File: config.mk
export PLATFORM = sky130hd
export DESIGN_NAME = depth_sorted_insert_queue_unit
export DESIGN_NICKNAME = d
export VERILOG_FILES = /design/src/hdl/dsiq_pkg.sv /design/src/hdl/dsiq_ctrl.sv /design/src/hdl/dsiq_datapath.sv /design/src/hdl/depth_sorted_insert_queue_unit.sv
export VERILOG_INCLUDE_DIRS = /design/src /design/src/hdl
export SDC_FILE = /design/constraint.sdc
export NUM_CORES = 2
export LEC_CHECK = 0
export ABC_CLOCK_PERIOD_IN_PS = 7410
export BUFFER_PORTS_ARGS = -buffer_cell sky130_fd_sc_hd__buf_2
export CAP_MARGIN = 10
export CORE_MARGIN = 4
export CORE_UTILIZATION = 45
export DETAILED_ROUTE_END_ITERATION = 10
export GPL_TIMING_DRIVEN = 0
export HOLD_SLACK_MARGIN = 0.1
export SYNTH_ARGS = -nofsm -noshare
export SYNTH_HDL_FRONTEND = slang
export SYNTH_SLANG_ARGS = --single-unit
export TNS_END_PERCENT = 50
File: constraint.sdc
create_clock -name clk -period 7.41 [get_ports clk]
set_clock_uncertainty 0.05 [all_clocks]
set_input_delay 0.3705 -clock clk [delete_from_list [all_inputs] [get_ports clk]]
set_output_delay 0.3705 -clock clk [all_outputs]
set_load 0.01 [all_outputs]
File: src/hdl/depth_sorted_insert_queue_unit_defines.svh
// ---------------------------------------------------------------------------
// Assertion macros for the depth sorted insert queue
// Concurrent checks that compile away in synthesis.
// ---------------------------------------------------------------------------
`ifndef DEPTH_SORTED_INSERT_QUEUE_UNIT_DEFINES_SVH
`define DEPTH_SORTED_INSERT_QUEUE_UNIT_DEFINES_SVH

`ifndef SYNTHESIS

// The consequent must hold in the same cycle as the antecedent.
`define DSIQ_ASSERT_SAME(label, clk, rst_n, ante, cons) \
    label: assert property (@(posedge clk) disable iff (!rst_n) (ante) |-> (cons)) \
        else $error("assertion failed");

// The consequent must hold in the cycle after the antecedent.
`define DSIQ_ASSERT_NEXT(label, clk, rst_n, ante, cons) \
    label: assert property (@(posedge clk) disable iff (!rst_n) (ante) |=> (cons)) \
        else $error("assertion failed");

`else

`define DSIQ_ASSERT_SAME(label, clk, rst_n, ante, cons)
`define DSIQ_ASSERT_NEXT(label, clk, rst_n, ante, cons)

`endif

`endif

File: src/hdl/dsiq_pkg.sv
// ---------------------------------------------------------------------------
// dsiq_pkg
// Types and constants shared by the controller and datapath of the queue.
// ---------------------------------------------------------------------------
package dsiq_pkg;

    localparam int KEY_W    = 32;
    localparam int HANDLE_W = 16;
    localparam int DATA_W   = KEY_W + HANDLE_W;

    typedef enum logic [0:0] {
        ST_IDLE  = 1'b0,
        ST_FLUSH = 1'b1
    } state_t;

    // Commands from the controller to the datapath.
    typedef struct packed {
        logic insert;   // insert the incoming word into the sorted chain
        logic drop;     // load the incoming word as a dropped result
        logic pop;      // emit the head entry and shift the chain down
    } cmd_t;

    // Status from the datapath to the controller.
    typedef struct packed {
        logic full;
        logic empty;
        logic one_left;
        logic out_free;
    } status_t;

endpackage

File: src/hdl/dsiq_ctrl.sv
// ---------------------------------------------------------------------------
// dsiq_ctrl
// Controller: accepts words, decodes push or flush and sequences the flush.
// ---------------------------------------------------------------------------
module dsiq_ctrl (
    input  logic              clk,
    input  logic              rst_n,
    input  logic              s_tvalid,
    output logic              s_tready,
    input  logic              action,
    input  dsiq_pkg::status_t status,
    output dsiq_pkg::cmd_t    cmd
);
    import dsiq_pkg::*;

    state_t state_reg;
    state_t state_next;
    logic   accept;

    assign accept = s_tvalid && s_tready;

    always_ff @(posedge clk or negedge rst_n)
    begin
        if (!rst_n)
        begin
            state_reg <= ST_IDLE;
        end
        else
        begin
            state_reg <= state_next;
        end
    end

    always_comb
    begin
        state_next = state_reg;
        unique case (state_reg)
            ST_IDLE:
            begin
                if (accept && action && !status.empty)
                begin
                    state_next = ST_FLUSH;
                end
            end
            ST_FLUSH:
            begin
                if (status.out_free && status.one_left)
                begin
                    state_next = ST_IDLE;
                end
            end
            default:
            begin
                state_next = ST_IDLE;
            end
        endcase
    end

    always_comb
    begin
        s_tready   = 1'b0;
        cmd.insert = 1'b0;
        cmd.drop   = 1'b0;
        cmd.pop    = 1'b0;
        unique case (state_reg)
            ST_IDLE:
            begin
                // The output register must be able to take a dropped result.
                s_tready   = status.out_free;
                cmd.insert = s_tvalid && status.out_free && !action && !status.full;
                cmd.drop   = s_tvalid && status.out_free && !action && status.full;
            end
            ST_FLUSH:
            begin
                cmd.pop = status.out_free;
            end
            default:
            begin
                s_tready = 1'b0;
            end
        endcase
    end

endmodule

File: src/hdl/dsiq_datapath.sv
// ---------------------------------------------------------------------------
// dsiq_datapath
// Sorted shift-register chain of entries plus the output word register.
// ---------------------------------------------------------------------------
module dsiq_datapath #(
    parameter int CAPACITY    = 32,
    parameter int HANDLE_BITS = 16
) (
    input  logic                                 clk,
    input  logic                                 rst_n,
    input  dsiq_pkg::cmd_t                       cmd,
    output dsiq_pkg::status_t                    status,
    input  logic signed [dsiq_pkg::KEY_W-1:0]    in_key,
    input  logic        [dsiq_pkg::HANDLE_W-1:0] in_handle,
    output logic                                 out_valid,
    input  logic                                 out_ready,
    output logic signed [dsiq_pkg::KEY_W-1:0]    out_key,
    output logic        [dsiq_pkg::HANDLE_W-1:0] out_handle,
    output logic                                 out_last,
    output logic                                 out_drop
);
    import dsiq_pkg::*;

    localparam int CNT_W = $clog2(CAPACITY + 1);
    localparam int SB    = (HANDLE_BITS < HANDLE_W) ? HANDLE_BITS : HANDLE_W;

    logic signed [KEY_W-1:0] key_reg    [CAPACITY];
    logic signed [KEY_W-1:0] key_next   [CAPACITY];
    logic        [SB-1:0]    handle_reg [CAPACITY];
    logic        [SB-1:0]    handle_next[CAPACITY];

    // Neighbor views of the chain, one per cell.
    logic signed [KEY_W-1:0] prev_key   [CAPACITY];
    logic        [SB-1:0]    prev_handle[CAPACITY];
    logic signed [KEY_W-1:0] succ_key   [CAPACITY];
    logic        [SB-1:0]    succ_handle[CAPACITY];
    logic        [CAPACITY-1:0] gt;
    logic        [CAPACITY-1:0] prev_gt;
    logic        [CAPACITY-1:0] at_end;

    logic [CNT_W-1:0] count_reg;
    logic [CNT_W-1:0] count_next;
    logic [SB-1:0]    in_handle_st;

    logic                    out_valid_reg;
    logic                    out_valid_next;
    logic signed [KEY_W-1:0] out_key_reg;
    logic [HANDLE_W-1:0]     out_handle_reg;
    logic                    out_last_reg;
    logic                    out_drop_reg;

    assign in_handle_st = in_handle[SB-1:0];

    // A stored entry moves up one place when its key is strictly greater
    // than the new key, which keeps equal keys in arrival order.
    always_comb
    begin
        for (int i = 0; i < CAPACITY; i++)
        begin
            gt[i]     = (CNT_W'(i) < count_reg) && (key_reg[i] > in_key);
            at_end[i] = (CNT_W'(i) == count_reg);
        end
    end

    for (genvar g = 0; g < CAPACITY; g++)
    begin : g_link
        if (g == 0)
        begin : g_first
            assign prev_key[g]    = key_reg[g];
            assign prev_handle[g] = handle_reg[g];
            assign prev_gt[g]     = 1'b0;
        end
        else
        begin : g_inner
            assign prev_key[g]    = key_reg[g-1];
            assign prev_handle[g] = handle_reg[g-1];
            assign prev_gt[g]     = gt[g-1];
        end
        if (g == CAPACITY - 1)
        begin : g_last
            assign succ_key[g]    = key_reg[g];
            assign succ_handle[g] = handle_reg[g];
        end
        else
        begin : g_body
            assign succ_key[g]    = key_reg[g+1];
            assign succ_handle[g] = handle_reg[g+1];
        end
    end

    always_comb
    begin
        for (int i = 0; i < CAPACITY; i++)
        begin
            key_next[i]    = key_reg[i];
            handle_next[i] = handle_reg[i];
            if (cmd.pop)
            begin
                key_next[i]    = succ_key[i];
                handle_next[i] = succ_handle[i];
            end
            else if (cmd.insert)
            begin
                if (prev_gt[i])
                begin
                    key_next[i]    = prev_key[i];
                    handle_next[i] = prev_handle[i];
                end
                else if (gt[i] || at_end[i])
                begin
                    key_next[i]    = in_key;
                    handle_next[i] = in_handle_st;
                end
            end
        end
    end

    always_ff @(posedge clk)
    begin
        for (int i = 0; i < CAPACITY; i++)
        begin
            key_reg[i]    <= key_next[i];
            handle_reg[i] <= handle_next[i];
        end
    end

    always_comb
    begin
        count_next = count_reg;
        if (cmd.insert)
        begin
            count_next = count_reg + CNT_W'(1);
        end
        else if (cmd.pop)
        begin
            count_next = count_reg - CNT_W'(1);
        end
    end

    always_ff @(posedge clk or negedge rst_n)
    begin
        if (!rst_n)
        begin
            count_reg     <= '0;
            out_valid_reg <= 1'b0;
        end
        else
        begin
            count_reg     <= count_next;
            out_valid_reg <= out_valid_next;
        end
    end

    assign status.full     = (count_reg == CNT_W'(CAPACITY));
    assign status.empty    = (count_reg == '0);
    assign status.one_left = (count_reg == CNT_W'(1));
    assign status.out_free = !out_valid_reg || out_ready;

    always_comb
    begin
        out_valid_next = out_valid_reg;
        if (cmd.pop || cmd.drop)
        begin
            out_valid_next = 1'b1;
        end
        else if (out_ready)
        begin
            out_valid_next = 1'b0;
        end
    end

    always_ff @(posedge clk)
    begin
        if (cmd.pop)
        begin
            out_key_reg    <= key_reg[0];
            out_handle_reg <= HANDLE_W'(handle_reg[0]);
            out_last_reg   <= status.one_left;
            out_drop_reg   <= 1'b0;
        end
        else if (cmd.drop)
        begin
            out_key_reg    <= in_key;
            out_handle_reg <= HANDLE_W'(in_handle_st);
            out_last_reg   <= 1'b0;
            out_drop_reg   <= 1'b1;
        end
    end

    assign out_valid  = out_valid_reg;
    assign out_key    = out_key_reg;
    assign out_handle = out_handle_reg;
    assign out_last   = out_last_reg;
    assign out_drop   = out_drop_reg;

endmodule

File: src/hdl/depth_sorted_insert_queue_unit.sv
// Push: taken at the handshake; a push onto a full list shows its dropped word in the next cycle.
// Throughput: one push per cycle while the output register is free to take a word.
// Flush of N entries: acceptance moves the controller into its flush state, which then pops
// head entries into the output register, one per cycle while m_tready stays high; no input
// word is taken until the last one has been loaded into the output register.
// Reset (rst_n low, asynchronous): the list is emptied and the output word is invalid.
// ---------------------------------------------------------------------------
// depth_sorted_insert_queue_unit
// Stable insertion-sort queue of item handles ordered by a signed depth key.
// ---------------------------------------------------------------------------
`include "depth_sorted_insert_queue_unit_defines.svh"

module depth_sorted_insert_queue_unit #(
    parameter int CAPACITY    = 32,
    parameter int HANDLE_BITS = 16
) (
    input  logic        clk,
    input  logic        rst_n,
    // Input stream.
    input  logic        s_tvalid,
    output logic        s_tready,
    input  logic [47:0] s_tdata,    // [31:0] depth_key, [47:32] item_handle
    input  logic        s_tuser,    // [0] action: 0 push, 1 flush
    // Output stream.
    output logic        m_tvalid,
    input  logic        m_tready,
    output logic [47:0] m_tdata,    // [15:0] out_handle, [47:16] out_key
    output logic        m_tlast,    // last_flag
    output logic        m_tuser     // [0] dropped
);
    import dsiq_pkg::*;

    // The list lives in a chain of registers held in ascending key order.
    // A push compares the new key against every stored entry at once; all
    // entries with a strictly greater key move up one place and the new
    // entry lands in the gap. A flush pops the head entry into the output
    // register each cycle that it is free and shifts the chain down, so
    // entries leave in ascending order.

    cmd_t    cmd;
    status_t status;

    logic signed [KEY_W-1:0]    in_key;
    logic        [HANDLE_W-1:0] in_handle;
    logic signed [KEY_W-1:0]    out_key;
    logic        [HANDLE_W-1:0] out_handle;

    assign in_key    = $signed(s_tdata[KEY_W-1:0]);
    assign in_handle = s_tdata[DATA_W-1:KEY_W];

    // The controller owns the handshake and the flush sequence.
    dsiq_ctrl u_ctrl (
        .clk      (clk),
        .rst_n    (rst_n),
        .s_tvalid (s_tvalid),
        .s_tready (s_tready),
        .action   (s_tuser),
        .status   (status),
        .cmd      (cmd)
    );

    // The datapath holds the sorted chain, the entry count and the output word.
    dsiq_datapath #(
        .CAPACITY    (CAPACITY),
        .HANDLE_BITS (HANDLE_BITS)
    ) u_datapath (
        .clk        (clk),
        .rst_n      (rst_n),
        .cmd        (cmd),
        .status     (status),
        .in_key     (in_key),
        .in_handle  (in_handle),
        .out_valid  (m_tvalid),
        .out_ready  (m_tready),
        .out_key    (out_key),
        .out_handle (out_handle),
        .out_last   (m_tlast),
        .out_drop   (m_tuser)
    );

    assign m_tdata = {out_key, out_handle};

    // A rejected push must come out as a dropped word in the next cycle.
    `DSIQ_ASSERT_NEXT(a_drop_shows, clk, rst_n, cmd.drop, m_tvalid && m_tuser && !m_tlast)
    // Popping the final entry leaves the list empty and marks the word as last.
    `DSIQ_ASSERT_NEXT(a_flush_ends, clk, rst_n, cmd.pop && status.one_left, status.empty && m_tlast)
    // A stored push always leaves at least one entry behind.
    `DSIQ_ASSERT_NEXT(a_insert_fills, clk, rst_n, cmd.insert, !status.empty)
    // Only one command may be issued at a time.
    `DSIQ_ASSERT_SAME(a_one_cmd, clk, rst_n, cmd.insert || cmd.drop || cmd.pop, $onehot(cmd))

endmodule

=== Word-level counts from Yosys, hierarchy flattened ===
Memory sizes are Yosys's and may differ from the RTL's.
Cells that the tools add are included.

* Order comparisons: 64
* Bitwise gates (word level): 1
* Add/sub/neg operators: 2
* Mux-type cells: 270
* Eq/ne operators: 33
* Reduce and logical (&&, ||, !) cells: 82

{| class="wikitable"
|+ Operators by type and width
! kind !! count
|-
| 32-bit 2-to-1 mux || 129
|-
| 16-bit 2-to-1 mux || 129
|-
| 32-bit greater-than comparator || 32
|-
| 5-bit by 6-bit equality test with 1-bit output (first input constant) || 16
|-
| 5-bit by 6-bit < comparator with 1-bit output (first input constant) || 16
|-
| 4-bit by 6-bit equality test with 1-bit output (first input constant) || 8
|-
| 4-bit by 6-bit < comparator with 1-bit output (first input constant) || 8
|-
| 1-bit logical AND || 40
|-
| 1-bit logical OR || 34
|-
| 3-bit by 6-bit equality test with 1-bit output (first input constant) || 4
|-
| 3-bit by 6-bit < comparator with 1-bit output (first input constant) || 4
|-
| 2-bit by 6-bit equality test with 1-bit output (first input constant) || 2
|-
| 1-bit by 6-bit < comparator with 1-bit output (first input constant) || 2
|-
| 2-bit by 6-bit < comparator with 1-bit output (first input constant) || 2
|-
| 6-bit 2-to-1 mux || 2
|-
| 1-bit 2-to-1 mux || 8
|-
| 6-bit by 1-bit adder with 6-bit output (second input constant) || 1
|-
| 1-bit by 6-bit equality test with 1-bit output (first input constant) || 1
|-
| 6-bit by 1-bit equality test with 1-bit output (second input constant) || 1
|-
| 6-bit equality test (second input constant) || 1
|-
| 6-bit zero test || 1
|-
| 2-bit nonzero test || 3
|-
| 6-bit by 1-bit subtractor with 6-bit output (second input constant) || 1
|-
| 1-bit zero test || 4
|-
| other kinds (3) || 3
|}

* Output and inout port bits: 52
* Register bits: 58
* Memories kept: 2
* Logic and storage cells: 461
* Bits in writable memories: 1536
* Input port bits: 53

{| class="wikitable"
|+ Memory list
! name !! depth !! bits a word !! read ports !! clocked after Yosys merged registers in !! wr ports !! line !! RTL
|-
| u_datapath.key_reg || 32 || 32 || 32 || 0 || 32 || dsiq_datapath.sv:27 || <nowiki>logic signed [KEY_W-1:0] key_reg [CAPACITY];</nowiki>
|-
| u_datapath.handle_reg || 32 || 16 || 32 || 0 || 32 || dsiq_datapath.sv:29 || <nowiki>logic [SB-1:0] handle_reg [CAPACITY];</nowiki>
|}

=== Depth between registers and ports, before layout ===
* Depth in word-level cells: 8
* Depth in mapped cells: 14
* Gate-level depth less buffers: 10

=== Hierarchy ===
Synthesis repeated with hierarchy kept, for this count alone.

* Cell total of the unflattened synthesis: 8992
* Area total of the unflattened synthesis: 101656.2 µm²

{| class="wikitable"
|+ By module, submodules not included
! module !! instances !! sequential area each (µm²) !! area each (µm²) !! cells an instance
|-
| dsiq_datapath || 1 || 47790.8 || 101567.4 || 8984
|-
| dsiq_ctrl || 1 || 25.0 || 88.8 || 8
|}

=== Worst setup path after synthesis ===
Ideal clock, no wire load.

* Path kind: input to register
* Start point: in s_tdata[31]
* End point: mem u_datapath.handle_reg[2][112] in the netlist's numbering, enable pin
* Buffers on the path: 2
* Setup slack: -87 ps
* Data arrival time: 6927 ps
* Data required time: 6840 ps
* Stages: 11
* Setup time: 520 ps
* Cell sequence: clkbuf_1 > inv_1 > ha_1 > nand4_1 > nor4_1 > or3b_2 > nand4_1 > mux2i_1 > clkbuf_1 > nor3_1 > o21ai_0

{| class="wikitable"
|+ RTL lines
! what !! line !! RTL
|-
| from (decl) || depth_sorted_insert_queue_unit.sv:22 || <nowiki>input logic [47:0] s_tdata,</nowiki>
|-
| to (decl) || dsiq_datapath.sv:29 ||
|}

==> summary.txt <==
Final Hold Viols: 0
total internal power: 32750 uW
CP arrival: 7.97 ns
PortBufs: 104
Cell variety after synth: 73
Initial Utilization: 45.23%
synthesized area: 100500 sq um
Placed Instances: 13170
syn avg cell area: 10.04 sq um
worst slew pin tran: 1.535 ns
gpl congestion: 0.9946
RSZ-0062 raised after global routing: false
Global Route Usage Sum: 38.07%
vias per cell: 6.475
Worst Setup EP: u_datapath.handle_reg[1][12]$_DFFE_PP_
final net count: 11520
CTS Sinks: 1594
setup ws final: -0.006484 ns
die height: 480.7 um
reg2reg end: u_datapath.handle_reg[1][12]$_DFFE_PP_
Min-Delay Path Class: in2reg
CP startpoint kind: primary input
number of global-route vias before repair: 85980
initial antenna violation count: 17
Worst VDD drop: 0.3073 mV
final WL: 454200 um
Net Switching: 30920 uW
LEAKAGE: 0.04263 uW
GRT overflow: 0
Die Area: 231100 sq um
Setup TNS Final: -0.05244 ns
CTS Buf Count: 187
CP required: 7.96 ns
area grow syn2layout: 12.51%
Reg2Reg Setup Slack: 0.67 ns
Setup Viol. Count Final: 14
sequential share of the synthesized area: 47.56%
layout cells sized above 1: 6.457%
Critical Path Sink Type: register
Synth warnings: 0
critical path class: in2reg
Final Critical Period: 7.416 ns
sw frac: 48.57%
drt drc: 0
WHS Path Cells: 3
Clock Tree Buf Depth: 3
dpl ws: -1.392 ns
post-synthesis cell count: 10010
DRT antenna net count: 0
FF+latch count, synth: 1594
share of the core filled with cells: 50.89%
Placement Rows: 173
Critical R2R Launch: u_datapath.count_reg[1]$_DFFE_PN0P_
Worst-Skew Late Latency: 0.90 ns
Flop pwr share: 34.9%
crit path from: s_tdata[1]
maxcap violations: 1
DR vias: 87900
most frequent cells in the layout: nand2_1, edfxtp_1, ha_1
number of top-level pins: 105
Detailed Routing Iterations Pass 1: 6
main flop type after synthesis: edfxtp_1
Gate power share: 50.7%
HPWL Detailed: 374400 um
core area: 222300 sq um
Max Fclk: 134.8 MHz
Net Count, Synth: 11090
placed cell area: 106600 sq um
Largest register FFs: 1024
cell count of the worst reg-to-reg path: 13
final clock period utilization by the worst path: 100.1%
Pwr Density: 562.8 nW/um^2
status: finished with violations
most common cell after layout, fill and taps aside: nand2_1
clk slew on worst S/H paths: 0.06 ns
headroom to the max-slew limit: -2.352%
Clock Tree Root: clkbuf_16
Post-synth ARST share: 0.5019%
failing checks: capacitance limit, slew limit, setup timing
post-CTS setup buffers: 0
Post-synth EDFFs: 1585
wire per inst: 33.46 um
Slew Viols, Final: 11
clock share of power: 14.3%
Post-Layout Cell Count: 13580
htree depth: 4
DR iter-0 viols: 11300
fin area: 113100 sq um
largest net degree at the start of global routing: 38
first-pass GRT wire length: 625900 um
CP Max Fanout: 33
TritonCTS clock tree: yes
Die X: 480.7 um
## synthesized netlist by cell type, drive strengths merged, types with 12 or more instances
cell type	count	share of area (%)
nand2	1979	7.4
edfxtp	1585	47
ha	1028	13
nand3	985	4.9
o211ai	899	6.7
o21ai	659	3.3
clkbuf	619	2.3
a21oi	510	2.5
mux2i	479	4.8
nor2	202	0.75
nand4	183	1.1
buf	149	0.73
inv	98	0.37
a31oi	77	0.48
a21o	63	0.47
and4	44	0.38
nor4	43	0.27
nor3	38	0.19
a221oi	35	0.32
a211oi	34	0.25
nor2b	32	0.20
o221ai	24	0.21
a21boi	19	0.14
mux2	19	0.21
o21a	18	0.13
or3b	17	0.15
a221o	15	0.15
and2	12	0.075
## worst min-delay path by stage
stage,end,slack (ns),from
floorplan,u_ctrl.state_reg$_DFF_PN0_,0.02,rst_n
global placement,u_datapath.out_valid$_DFFE_PN0P_,0.28,rst_n
detailed placement,u_datapath.out_valid$_DFFE_PN0P_,0.28,rst_n
CTS,u_datapath.key_reg[1][152]$_DFFE_PP_,0.16,s_tdata[24]
global route,u_datapath.key_reg[1][152]$_DFFE_PP_,0.22,s_tdata[24]
finish,u_datapath.key_reg[1][152]$_DFFE_PP_,0.23,s_tdata[24]
## logic make-up (layout without fill, tap and decap cells)
kind of cell / after synthesis / count (layout) / share of synthesized area [%]
and+or+nand+nor: 3600 / 3600 / 15.91
adders and majority gates: 1028 / 1028 / 12.79
DFF: 1594 / 1594 / 47.56
other: 0 / 8 / 0
buffers and inverters: 866 / 1446 / 3.410
xor gates and xnor gates: 6 / 6 / 0.05227
AOI/OAI and AO/OA: 2421 / 2421 / 15.29
muxes: 498 / 498 / 4.981
## layout make-up
cell class | instances | area (sq um)
clock buffer | 233 | 4883
buffer | 768 | 3075
antenna | 8 | 20.02
timing repair buffer | 237 | 2596
inverter | 98 | 367.9
tap | 2975 | 3722
multi-input combinational | 7553 | 49690
fill | 20700 | 109200
sequential | 1594 | 47820
clock inverter | 110 | 949.7
## worst max-delay path: stages
cell,delay [ns]
dlygate4sd3_1,0.54
buf_2,0.27
clkbuf_1,0.92
inv_2,0.72
ha_1,0.53
nor2b_1,0.14
o211ai_1,0.15
a21boi_0,0.17
o31ai_1,0.64
nand4_1,0.42
mux2i_2,0.79
clkbuf_1,0.91
nor3_1,0.19
o21ai_4,0.64
buf_16,0.25
buf_16,0.18
## layer usage
layer | vias up | global-route usage [%] | routed length [um]
met4 | 0 | 25.49 | 36800
li1 | 38960 | - | -
met1 | 43170 | 48.80 | 178600
met3 | 972 | 6.016 | 37940
met2 | 4792 | 59.56 | 200900
met5 | - | 0 | 0
## power by group through the flow
stage	Clock (uW)	Combinational (uW)	Sequential [uW]
6_report	9130	32300	22200
5_1_grt	9500	34400	22500
4_1_cts	9130	31700	21900
3_5_place_dp	0	31600	22000
3_3_place_gp	0	29900	22500
2_1_floorplan	0	19300	20300
## timing repair
action                                  CTS  global route
hold buffers                             52             0
resized for setup                         3             2
hold endpoints to repair                131             0
endpoints found under the setup margin  116            78
## through the flow
step	hold slack, ns	total power, uW
global placement	0.2817	52440
CTS	0.1635	62710
global route	0.2173	66430
finish	0.2277	63670
floorplan	0.02491	39620
detailed placement	0.2752	53590
Power figures use the tool's default switching activity.
